[src/rtl/core/crrm_ram.sv]
`timescale 1ns / 1ps
// Generic single-write, single-read synchronous RAM with registered read.
// No dependencies.
module crrm_ram #(
	parameter int WIDTH = 8,
	parameter int DEPTH = 16
) (
	input  logic                                   clk,
	input  logic                                   we,
	input  logic [(DEPTH > 1 ? $clog2(DEPTH) : 1)-1:0] waddr,
	input  logic [WIDTH-1:0]                       wdata,
	input  logic                                   re,
	input  logic [(DEPTH > 1 ? $clog2(DEPTH) : 1)-1:0] raddr,
	output logic [WIDTH-1:0]                       rdata
);

	logic [WIDTH-1:0] mem [DEPTH];

	always_ff @(posedge clk) begin
		if (we) begin
			mem[waddr] <= wdata;
		end
		if (re) begin
			rdata <= mem[raddr];
		end
	end

endmodule

[config.mk]
export PLATFORM = sky130hd
export DESIGN_NAME = crrm_ram
export DESIGN_NICKNAME = d
export VERILOG_FILES = /design/src/rtl/core/crrm_ram.sv
export SDC_FILE = /design/constraint.sdc
export NUM_CORES = 1
export LEC_CHECK = 0
export BUFFER_PORTS_ARGS = -buffer_cell sky130_fd_sc_hd__buf_4
export CAP_MARGIN = 25
export CORE_ASPECT_RATIO = 0.9
export CORE_MARGIN = 10
export CORE_UTILIZATION = 54
export DETAILED_ROUTE_END_ITERATION = 7
export GPL_ROUTABILITY_DRIVEN = 0
export GPL_TIMING_DRIVEN = 0
export PLACE_DENSITY = 0.86
export SLEW_MARGIN = 10
export SYNTH_ARGS = -nofsm -noshare
export SYNTH_HDL_FRONTEND = slang
export SYNTH_SLANG_ARGS = --single-unit
[constraint.sdc]
create_clock -name clk -period 1.6 [get_ports clk]
set_input_delay 0 -clock clk [delete_from_list [all_inputs] [get_ports clk]]
set_output_delay 0 -clock clk [all_outputs]
set_load 0.05 [all_outputs]
==> metrics.txt <==
outcome completed; cts bufs inserted 17; Yosys warning count 0; aggregate global-route resource usage 15.5%; DIE AREA 0.0140 mm²; most common cell after layout, fill and taps aside edfxtp_1; share of post-route cells with drive strength above 1 29.0%; WL met2 4.95 mm; fin nets 307; Top-Level Pins 27; placed cell area between 0.005 and 0.006 mm²; vias in the first global route 2598; Hold WS 0.0326 ns; CP max stage delay 0.57 ns; crit path from mem[5][2]; largest net degree at the start of global routing 17; Max clock buf depth 2; final setup violating endpoints 0; clock power share 43.4%; Starting Density ~56%; post-synthesis average cell area 22.8 µm²; CTS tree built; CP max FO 1; fin crit share 94.5%; # port buffers 25; Netlist Area Pre-Place 0.00523 mm²; Final Cell Area around 0.0062 mm²; DIE HEIGHT 113 µm; reg-to-reg endpoint rdata[2]; Antenna Cells 0; required time of the critical path 1.87 ns; worst setup path end rdata[2]; CP Data Arrival Time ~1.8 ns; syn nets ~250; clk_skew 0.00552 ns; post-CTS setup buffers 0; Psw 1.72 mW; WL met3 850 µm; CP bufs+invs 0; Worst-path clk slew 0.06 ns; initial antenna violation count 0; H-tree levels 4; DRT Pass-1 Iters 4; Unique masters post-synth 18; routed wire length 10.2 mm; switch share 21.6%; final worst path period need ~1.5 ns; area grow syn2layout 19.2%; Leak 2.10 nW; Comb power frac 6.0%; Vias 2538; worst min path class input port to register; DR WL/cell 24.3 µm; row count 33; most frequent cells in the layout edfxtp_1 (136), buf_4 (28), mux4_2 (18); sequential share of the synthesized area about four fifths; Worst-Margin Slew approximately 0.80 ns; pwr dens roughly 1300 mW/mm²; RSZ-0062 raised after global routing no; Filler cells 572; Final Max Tran Viols 0; root buffer cell clkbuf_8; worst-path cell chain mux4_1 > a22oi_1 > nand2_1; count of final hold-check violations 0; antenna-violating nets left 0; peak supply drop 891 µV; cells after synthesis around 230; Int Pwr 6.25 mW; number of vias per cell 6.01; Critical Path End Type register; Worst path top cell family by delay multiplexers; r2r worst-path depth 3; number of synthesized register bits 136; DP HPWL 6.31 mm; top layer in use met4; Clock Latency Late Sink between 0.5 and 0.6 ns; r2r startpoint mem[5][2]; met1 wire length 4.29 mm; Setup CP Type register to register; startpoint types register; max frequency approximately 660 MHz; initial DRC count 275; global route overflow 0; Rel. slew slack 46.6%; die width 124 µm; total core area between 0.009 and 0.01 mm²; Max-Cap Viols 0; first-pass GRT wire length 15.6 mm; clk sink count 136; Critical Path Slowest Stage Cell mux4_1; register share of total power around half; R2R Setup Slk 0.09 ns; Residual DRC 0; critical path depth 3
[state kept, by name (all words and copies together), names as in the netlist]
name / count
mem: 128
rdata: 8
[power by group through the flow]
stage	clock [mW]	sequential (mW)	combinational (mW)
floorplan	0	4.17	0.203
global placement	0	4.10	0.444
detailed placement	0	4.11	0.457
CTS	3.46	4.04	0.483
global route	3.63	4.04	0.515
finish	3.46	4.03	0.481
[what timing repair did]
| item | in CTS | in global routing |
|---|---|---|
| endpoints found under the setup margin | 0 | 1 |
| resized for setup | 0 | 1 |
| hold buffers | 11 | 0 |
| endpoints found under the hold margin | 149 | 0 |
[per-stage QoR]
stage	power [mW]	std cells	worst slack (ns)	TNS [ns]	utilization [%]
3_5_place_dp	4.57	380	-0.194	-2.04	60.2
5_1_grt	8.18	422	0.0456	0	67.1
2_1_floorplan	4.37	229	0.107	0	-
6_report	7.97	422	0.0873	0	67.1
3_3_place_gp	4.55	376	-0.408	-5.91	59.9
4_1_cts	7.98	422	0.0393	0	67.0
[cell usage after synthesis, drive strengths merged]
library cell / n / area share [%]
nand2b: 2 / 0.24
and2b: 1 / 0.14
and2: 1 / 0.12
nor3: 4 / 0.38
edfxtp: 136 / 78
nor2b: 1 / 0.12
mux4: 32 / 15
or3b: 1 / 0.17
buf: 7 / 1.1
nor2: 13 / 0.93
a22oi: 16 / 2.3
nand3: 1 / 0.096
nand3b: 2 / 0.29
clkdlybuf4s25: 3 / 0.57
nand2: 9 / 0.65
[cell families after synthesis]
family | synth area share (%)
DFF | 78.1
and+or+nand+nor | 3.14
muxes | 14.8
AOI/OAI and AO/OA | 2.30
buffers and inverters | 1.65
[how the worst min path moves through the flow]
stage,cells past startpoint,end,startpoint
CTS,3,mem[0][0],waddr[2]
global placement,1,rdata[3],re
detailed placement,1,rdata[3],re
floorplan,0,mem[0][0],wdata[0]
global route,3,mem[0][0],waddr[2]
finish,3,mem[0][0],waddr[2]
[worst min-delay path: cells and delay by family]
kind,cells,cell delay (ns)
buffers and inverters,1,0.10
and+or+nand+nor,2,0.26
[cell type report]
class,instances,area [µm²],share of cell area (%)
Clock inverter,13,106,1.71
Clock buffer,18,418,6.71
Sequential cell,136,4080,65.5
Multi-Input combinational cell,83,1060,17.0
Timing Repair Buffer,40,323,5.18
Buffer,10,86.3,1.39
Tap cell,122,153,2.45
[metal layers]
metal	vias to the layer above	global-route usage [%]
li1	1103	-
met1	1310	21.2
met2	110	23.1
met3	15	4.57
met4	0	5.35
met5	-	0
Note: power is estimated with default switching activity, not from simulation.
