File: config.mk
export PLATFORM = sky130hd
export DESIGN_NAME = crrm_xlate
export DESIGN_NICKNAME = d
export VERILOG_FILES = /design/src/rtl/core/crrm_pkg.sv /design/src/rtl/core/crrm_xlate.sv
export SDC_FILE = /design/constraint.sdc
export NUM_CORES = 1
export LEC_CHECK = 0
export BUFFER_PORTS_ARGS = -buffer_cell sky130_fd_sc_hd__buf_2
export CAP_MARGIN = 20
export CORE_ASPECT_RATIO = 0.8
export CORE_MARGIN = 5
export CORE_UTILIZATION = 60
export CTS_CLUSTER_DIAMETER = 60
export CTS_CLUSTER_SIZE = 16
export DETAILED_ROUTE_END_ITERATION = 7
export PLACE_DENSITY = 0.89
export SLEW_MARGIN = 40
export SYNTH_ARGS = -nofsm -noshare
export SYNTH_HDL_FRONTEND = slang
export SYNTH_SLANG_ARGS = --single-unit
File: constraint.sdc
create_clock -name clk -period 11.3 [get_ports clk]
set_clock_uncertainty 0.1 [all_clocks]
set_input_delay 1.695 -clock clk [delete_from_list [all_inputs] [get_ports clk]]
set_output_delay 1.695 -clock clk [all_outputs]
set_load 0.05 [all_outputs]
File: src/rtl/core/crrm_pkg.sv
`timescale 1ns / 1ps
// Shared types and constants for the chained range remap core.
// No dependencies.
package crrm_pkg;

	localparam int STAGE_COUNT    = 8;
	localparam int SEGS_PER_STAGE = 64;
	localparam int TOTAL_SEGS     = STAGE_COUNT * SEGS_PER_STAGE;

	localparam int ADDR_W = (TOTAL_SEGS > 1) ? $clog2(TOTAL_SEGS) : 1;
	localparam int STG_W  = (STAGE_COUNT > 1) ? $clog2(STAGE_COUNT) : 1;
	localparam int SLOT_W = (SEGS_PER_STAGE > 1) ? $clog2(SEGS_PER_STAGE) : 1;
	localparam int CNT_W  = $clog2(STAGE_COUNT + 1);

	localparam int DATA_W = 64;
	localparam int ACT_W  = 4;
	localparam logic [ACT_W-1:0] ACT_RESET = ACT_W'(7);

	typedef enum logic [1:0] {
		FN_WRITE = 2'd0,
		FN_QUERY = 2'd1,
		FN_CLEAR = 2'd2,
		FN_NOP   = 2'd3
	} func_t;

	// One stored segment
	typedef struct packed {
		logic              vld;
		logic [DATA_W-1:0] dest;
		logic [DATA_W-1:0] src;
		logic [DATA_W-1:0] len;
	} seg_word_t;

	localparam int SEG_W = $bits(seg_word_t);

	// Read request from the walker to the segment memory
	typedef struct packed {
		logic              en;
		logic [ADDR_W-1:0] addr;
	} rd_req_t;

endpackage

File: src/rtl/core/crrm_xlate.sv
`timescale 1ns / 1ps
// Query walker: sweeps the segment memory stage by stage and applies
// the first covering segment of each stage. Depends on crrm_pkg.
module crrm_xlate (
	input  logic                            clk,
	input  logic                            arst_n,
	input  logic                            start,
	input  logic [crrm_pkg::DATA_W-1:0]     start_value,
	input  logic [crrm_pkg::CNT_W-1:0]      stage_cnt,
	input  crrm_pkg::seg_word_t             rd_data,
	output crrm_pkg::rd_req_t               rd,
	output logic                            done,
	output logic [crrm_pkg::DATA_W-1:0]     result
);
	import crrm_pkg::*;

	logic              run_q;
	logic              gap_q;
	logic [STG_W-1:0]  stg_q;
	logic [SLOT_W-1:0] slot_q;
	logic [CNT_W-1:0]  n_q;
	logic [DATA_W-1:0] v_q;
	logic              done_q;
	logic              fin_q;

	// data-cycle tags
	logic rv_q, rfirst_q, rlast_q;

	// evaluate stage
	logic              vld_s1, first_s1, last_s1, hit_s1;
	logic [DATA_W-1:0] diff_s1, dest_s1;

	logic              issue;
	logic              slot_end;
	logic              stg_end;
	logic [DATA_W:0]   diff;
	logic              hit;

	assign issue    = run_q && !gap_q;
	assign slot_end = int'(slot_q) == SEGS_PER_STAGE - 1;
	assign stg_end  = int'(stg_q) == int'(n_q) - 1;

	assign rd.en   = issue;
	assign rd.addr = ADDR_W'(int'(stg_q) * SEGS_PER_STAGE + int'(slot_q));

	// 65-bit subtract: carry-out clear means value >= source
	assign diff = {1'b0, v_q} - {1'b0, rd_data.src};
	assign hit  = rd_data.vld && !diff[DATA_W] && (diff[DATA_W-1:0] < rd_data.len);

	always_ff @(posedge clk or negedge arst_n) begin
		if (!arst_n) begin
			run_q    <= 1'b0;
			gap_q    <= 1'b0;
			stg_q    <= '0;
			slot_q   <= '0;
			n_q      <= '0;
			rv_q     <= 1'b0;
			rfirst_q <= 1'b0;
			rlast_q  <= 1'b0;
			vld_s1   <= 1'b0;
			first_s1 <= 1'b0;
			last_s1  <= 1'b0;
			hit_s1   <= 1'b0;
			done_q   <= 1'b0;
			fin_q    <= 1'b0;
		end else begin
			// address sweep, with an idle gap state between stages so the
			// committed value is ready for the next stage's first compare
			if (start) begin
				run_q  <= 1'b1;
				gap_q  <= 1'b0;
				stg_q  <= '0;
				slot_q <= '0;
				n_q    <= stage_cnt;
			end else if (gap_q) begin
				gap_q <= 1'b0;
			end else if (run_q) begin
				if (slot_end) begin
					slot_q <= '0;
					if (stg_end) begin
						run_q <= 1'b0;
					end else begin
						stg_q <= stg_q + 1'b1;
						gap_q <= 1'b1;
					end
				end else begin
					slot_q <= slot_q + 1'b1;
				end
			end

			rv_q     <= issue;
			rfirst_q <= issue && (slot_q == '0);
			rlast_q  <= issue && slot_end && stg_end;

			vld_s1   <= rv_q;
			first_s1 <= rfirst_q;
			last_s1  <= rlast_q;
			hit_s1   <= rv_q && hit;

			// first hit in a stage wins, later hits are dropped
			if (vld_s1) begin
				done_q <= first_s1 ? hit_s1 : (done_q || hit_s1);
			end
			fin_q <= vld_s1 && last_s1;
		end
	end

	always_ff @(posedge clk) begin
		diff_s1 <= diff[DATA_W-1:0];
		dest_s1 <= rd_data.dest;
		if (start) begin
			v_q <= start_value;
		end else if (vld_s1 && hit_s1 && (first_s1 || !done_q)) begin
			v_q <= diff_s1 + dest_s1;
		end
	end

	assign done   = fin_q;
	assign result = v_q;

endmodule

==> out/summary.txt, run 1 <==
Synth cell types = 72
I/O Pins = 339
Final Slew Violations = 0
maximum fanout along the worst path = 4
Clock Path Buffers = 3
first-pass GRT wire length = 79800 µm
outcome = completed
RSZ-0062 raised after global routing = false
CTS tree = built
Max Clk Rate = 0.138 GHz
Max-slew headroom = 42.2%
port bufs = 338
Max-Cap Viols = 0
clk_lat worst skew = 530 ps
row count = 52
CP arrival = 7570 ps
CTS sink cnt = 216
total number of vias = 15000
register area = 0.00508 mm²
Final period util = 64.1%
Avg Vias per Cell = 6.17
Final ANT Viol Nets = 0
origin of the worst min-delay path = rlast_q
vias in the first global route = 14600
Hold Crit Endpoint = last_s1
Min-Delay Path Class = reg2reg
H-Tree Depth = 1
WS Path Type = in2reg
commonest non-fill, non-tap cell in the layout = buf_2
initial antenna violation count = 6
fillers = 2003
first-pass detailed-route iteration total = 6
sequential share of power = 22.6%
Post-synth top flop = dfxtp_1
pwr dens = 309 mW/mm²
VDD IR max = 0.209 mV
area of the multi-input gates = 0.00923 mm²
switching power = 2.81 mW
Startpoint Class = input pin
ys async rst share = 11.1%
cell-internal power = 2.69 mW
average cell area after synthesis = 8.52 µm²
die area = 0.0286 mm²
post-synthesis sequential element count = 216
hold_buf cts = 0
Setup violations, final = 0
P_leak = 8.76 nW
synth warn = 0
combinational share of power = 65.0%
setup total negative slack = 0 ps
power consumption = 5.50 mW
Die H = 152 µm
Layout Area Growth over Synthesis = 17.1%
most frequent cells in the layout = buf_2 (337), ha_1 (194), inv_1 (174), a21oi_1 (166), nand2_1 (161)
switch share = 51.1%
Synth Net Count = 2240
Post-synth EDFFs = 64
Post-CTS Setup Bufs = 0
CP Capture Type = register
initial core utilization = 60.4%
grt ovf = 0
largest net degree at the start of global routing = 75
Final GP Congestion = 1.05
register area share after synthesis = 33.5%
DRT iter0 DRCs = 1548
measured slew at the worst slew-check pin = 845 ps
Routed WL = 51900 µm
Req. time, crit path = 11620 ps
share of cells above drive strength 1 = 18.4%
TritonCTS Buffers = 20
number of gates resized after cts = 0
Residual DRC = 0
Final HPWL DP = 42700 µm
Clock Tree Root = clkbuf_16
CTS clk-pin slew, worst paths = 80 ps
GRT Util Overall = 34.5%
Hold Violations, Final = 0
worst-case reg-to-reg path depth = 23
hold path cells = 0
Post-Synthesis Cells = 1780
Worst R2R Setup Slack = 4830 ps
nets@finish = 2551
DR WL/cell = 21.4 µm
core area = 0.0251 mm²
clock power share = 12.5%
minimum clock period = 7250 ps
mapped cell area = 0.0152 mm²
die width = 188 µm
origin of the critical flop-to-flop path = result[0]
FF-to-FF End = hit_s1
## metrics by stage
| stage | utilization [%] | setup slack [ps] | instance area, µm² | cells | hold WS (ps) |
|---|---|---|---|---|---|
| after floorplan | - | 5370 | 15200 | 1780 | 231 |
| after global placement | 68.0 | 4240 | 17100 | 2391 | 234 |
| after detailed placement | 68.2 | 3830 | 17100 | 2393 | 239 |
| after CTS | 70.7 | 4310 | 17800 | 2429 | 254 |
| after global routing | 70.8 | 3850 | 17800 | 2431 | 264 |
| final | 70.8 | 4050 | 17800 | 2431 | 252 |
## how the worst max path moves through the flow
stage,from,endpoint,cells after the start
floorplan,rd_data[64],hit_s1,22
global placement,rd_data[64],hit_s1,23
detailed placement,rd_data[64],hit_s1,23
CTS,rd_data[64],hit_s1,23
global route,rd_data[64],hit_s1,23
finish,rd_data[64],hit_s1,23
## synthesized netlist by cell type (8+ instances only)
cell type / n / area, µm²
nand2b_1: 14 / 87.6
inv_1: 174 / 653
nor2_1: 105 / 394
xnor2_1: 72 / 631
o21a_1: 15 / 113
and3_1: 17 / 106
nor4_1: 10 / 62.6
a21oi_1: 166 / 831
nand3_1: 29 / 145
o31a_1: 8 / 70.1
o21ai_1: 26 / 130
dfrtp_1: 24 / 601
edfxtp_1: 64 / 1920
dfxtp_1: 128 / 2560
nand4_1: 45 / 282
o21ai_0: 118 / 591
o21bai_1: 28 / 210
clkbuf_1: 46 / 173
a211oi_1: 17 / 128
a31oi_1: 20 / 125
nor3_1: 26 / 130
xor2_1: 49 / 429
o211ai_1: 8 / 60.1
a21o_1: 84 / 631
ha_1: 194 / 2430
nor2b_1: 16 / 100
o31ai_1: 9 / 67.6
nand2_1: 161 / 604
## flip-flops by register name (all words and copies together) (netlist names)
signal	flops
hit_s1	1
done	1
run_q	1
rfirst_q	1
vld_s1	1
slot_q	6
n_q	4
gap_q	1
done_q	1
rlast_q	1
rv_q	1
diff_s1	64
first_s1	1
result	64
last_s1	1
dest_s1	64
stg_q	3
## routing by layer
| metal | wire length, µm | vias up | share of wire, % | global-route usage (%) |
|---|---|---|---|---|
| met2 | 22200 | 870 | 43 | 52.5 |
| li1 | - | 7003 | - | - |
| met5 | 57 | - | 0.11 | 0 |
| met1 | 22800 | 7032 | 44 | 50.4 |
| met4 | 1180 | 8 | 2.3 | 7.48 |
| met3 | 5720 | 87 | 11 | 8.15 |
## kinds of logic (layout without fill, tap and decap cells)
logic type,after synthesis,in the layout,synth area share [%]
flops,216,216,33.5
compound gates,551,551,22.5
simple gates,461,461,14.5
mux,7,7,0.495
other cells,0,2,0
xor+xnor,121,121,6.98
fa+ha+maj,196,196,16.3
buf+inv,228,553,5.71
## cell type report
class / instances / share of cell area (%)
Antenna cell: 2 / 0.0282
Clock buffer: 28 / 3.11
Clock inverter: 8 / 0.444
Inverter: 175 / 3.70
Multi-Input combinational cell: 1336 / 52.0
Sequential cell: 216 / 28.6
Tap cell: 324 / 2.28
Timing Repair Buffer: 342 / 9.86
## worst max-delay path: stages
cell and delay [ps]:
buf_2 80, ha_1 160, inv_1 60, fa_1 430, a211oi_1 340, o21ai_1 160, nand4_1 180, and2_1 230
o31a_1 200, o21ai_1 140, a2111oi_0 730, o21ai_1 270, a31oi_1 250, xnor2_1 170, ha_1 280, nand4_1 120
nand2b_1 110, nor3_1 50, a221oi_1 260, o21ai_0 150, a2111oi_0 780, o21ai_0 360, a221oi_1 360
## power groups by stage
stage          sequential (mW)  clock, mW  combinational [mW]
5_1_grt                   1.25      0.718                3.85
3_5_place_dp              1.24          0                3.44
6_report                  1.24      0.685                3.57
2_1_floorplan             1.54          0                2.17
3_3_place_gp              1.24          0                3.37
4_1_cts                   1.23      0.688                3.47
No activity file was read; power rests on OpenSTA's default activity.
==> inputs of run 2 (changes only) <==
--- a/config.mk
+++ b/config.mk
@@ -9,11 +9,11 @@
 export CAP_MARGIN = 20
 export CORE_ASPECT_RATIO = 0.8
 export CORE_MARGIN = 5
-export CORE_UTILIZATION = 60
+export CORE_UTILIZATION = 56
 export CTS_CLUSTER_DIAMETER = 60
 export CTS_CLUSTER_SIZE = 16
 export DETAILED_ROUTE_END_ITERATION = 7
-export PLACE_DENSITY = 0.89
+export PLACE_DENSITY = 0.84
 export SLEW_MARGIN = 40
 export SYNTH_ARGS = -nofsm -noshare
 export SYNTH_HDL_FRONTEND = slang
==> constraint.sdc (replaced) <==
create_clock -name clk -period 7.46 [get_ports clk]
set_clock_uncertainty 0.1 [all_clocks]
set_input_delay 1.119 -clock clk [delete_from_list [all_inputs] [get_ports clk]]
set_output_delay 1.119 -clock clk [all_outputs]
set_load 0.05 [all_outputs]
==> run 2 against run 1 <==
Effect of this change: clock power up 65%; flip-flop and latch count did not move; global-route usage shrank 2.3 points; non-clock buffer count rose by 2; setup slack worse by 3000 ps; sequential share of layout area decreased by 0.21 points; critical path depth fell by 2; cell count is 1.5% higher; register-to-register slack got worse by 3500 ps; die area is 6.7% higher; critical endpoint unchanged.
==> out/summary.txt, run 2 (same netlist as run 1, synthesis figures left out) <==
Final period util = 86.0%
Final GP Congestion = 1.05
CP Capture Type = register
Die H = 157 µm
CTS tree = built
nets@finish = 2555
Clock Path Buffers = 3
most frequent cells in the layout = buf_2 (337), ha_1 (194), inv_1 (174), a21oi_1 (166), nand2_1 (161)
initial antenna violation count = 5
Final Slew Violations = 0
commonest non-fill, non-tap cell in the layout = buf_2
hold_buf cts = 0
grt ovf = 0
I/O Pins = 339
Max-slew headroom = 40.7%
Residual DRC = 0
number of gates resized after cts = 0
core area = 0.0265 mm²
port bufs = 338
CP arrival = 6730 ps
ant diodes = 0
total number of vias = 15000
first-pass detailed-route iteration total = 7
CTS clk-pin slew, worst paths = 70 ps
largest net degree at the start of global routing = 87
initial core utilization = 57.3%
vias in the first global route = 14600
Req. time, crit path = 7780 ps
die width = 194 µm
Hold Violations, Final = 0
fillers = 2237
GRT Util Overall = 32.3%
clk_lat worst skew = 520 ps
outcome = completed
Setup violations, final = 0
WS Path Type = in2reg
DRT iter0 DRCs = 1530
Startpoint Class = input pin
share of cells above drive strength 1 = 18.7%
Layout Area Growth over Synthesis = 18.0%
P_leak = 8.80 nW
H-Tree Depth = 1
Core Util, Final = 67.6%
VDD IR max = 0.274 mV
Final ANT Viol Nets = 0
Clock Tree Root = clkbuf_16
Max-Cap Viols = 0
Post-CTS Setup Bufs = 0
DR WL/cell = 21.0 µm
die area = 0.0305 mm²
setup total negative slack = 0 ps
maximum fanout along the worst path = 9
measured slew at the worst slew-check pin = 878 ps
first-pass GRT wire length = 79200 µm
Routed WL = 51800 µm
RSZ-0062 raised after global routing = false
Max Clk Rate = 0.156 GHz
Avg Vias per Cell = 6.07
row count = 53
Min-Delay Path Class = reg2reg
TritonCTS Buffers = 22
minimum clock period = 6410 ps
CTS sink cnt = 216
Final HPWL DP = 42200 µm
pwr dens = 470 mW/mm²
-- run 2: worst max-delay path, cell delays in order --
cell,delay (ps)
buf_2,80
inv_1,30
ha_1,460
nand4_1,260
nor3_1,340
o21ai_0,140
a31oi_1,490
o21ai_1,260
a41oi_1,310
buf_4,200
a21boi_0,90
o21bai_1,160
xor2_1,320
ha_1,320
a21o_1,180
a21o_1,170
a21oi_1,370
nand2_1,170
a2111oi_1,700
o21ai_0,270
a221oi_1,290
-- run 2: layout make-up --
cell class | instances | area (µm²) | share of cell area, %
clock buffer | 29 | 608 | 3.40
clock inverter | 11 | 113 | 0.629
inverter | 175 | 657 | 3.67
multi-input combinational | 1336 | 9240 | 51.6
sequential | 216 | 5080 | 28.4
tap | 357 | 447 | 2.50
timing repair buffer | 344 | 1750 | 9.80
-- run 2: worst paths after layout --
check	depth (start not counted)	start	slack (ps)	end
setup / recovery	21	rd_data[89]	1050	hit_s1
hold / removal	0	rlast_q	250	last_s1
setup reg to reg	18	result[14]	1290	hit_s1
hold reg to reg	0	rlast_q	250	last_s1
max in group asynchronous	1	arst_n	6420	slot_q[4]
min in group asynchronous	1	arst_n	480	slot_q[2]
-- run 2: layer usage --
metal | vias to the layer above | part of all wire (%) | track usage [%] | wire length (µm)
li1 | 7007 | - | - | -
met1 | 6945 | 43 | 46.4 | 22400
met2 | 908 | 43 | 49.6 | 22200
met3 | 116 | 11 | 7.30 | 5660
met4 | 10 | 2.9 | 8.27 | 1510
met5 | - | 0.11 | 0 | 57
-- run 2: through the flow --
step / total power, mW / setup WS, ps / cells / instance area [µm²] / hold WS (ps)
finish: 8.41 / 1050 / 2468 / 17900 / 252
floorplan: 5.61 / 1810 / 1780 / 15200 / 231
detailed placement: 7.08 / 370 / 2428 / 17200 / 236
CTS: 8.25 / 883 / 2468 / 17900 / 252
global route: 8.92 / 887 / 2468 / 17900 / 270
global placement: 6.96 / 693 / 2426 / 17100 / 234
-- run 2: power breakdown --
group	internal (mW)	switching, mW	total [mW]
combinational	1.88	3.53	5.41
clock	0.599	0.532	1.13
sequential	1.66	0.208	1.87
total	4.15	4.27	8.41
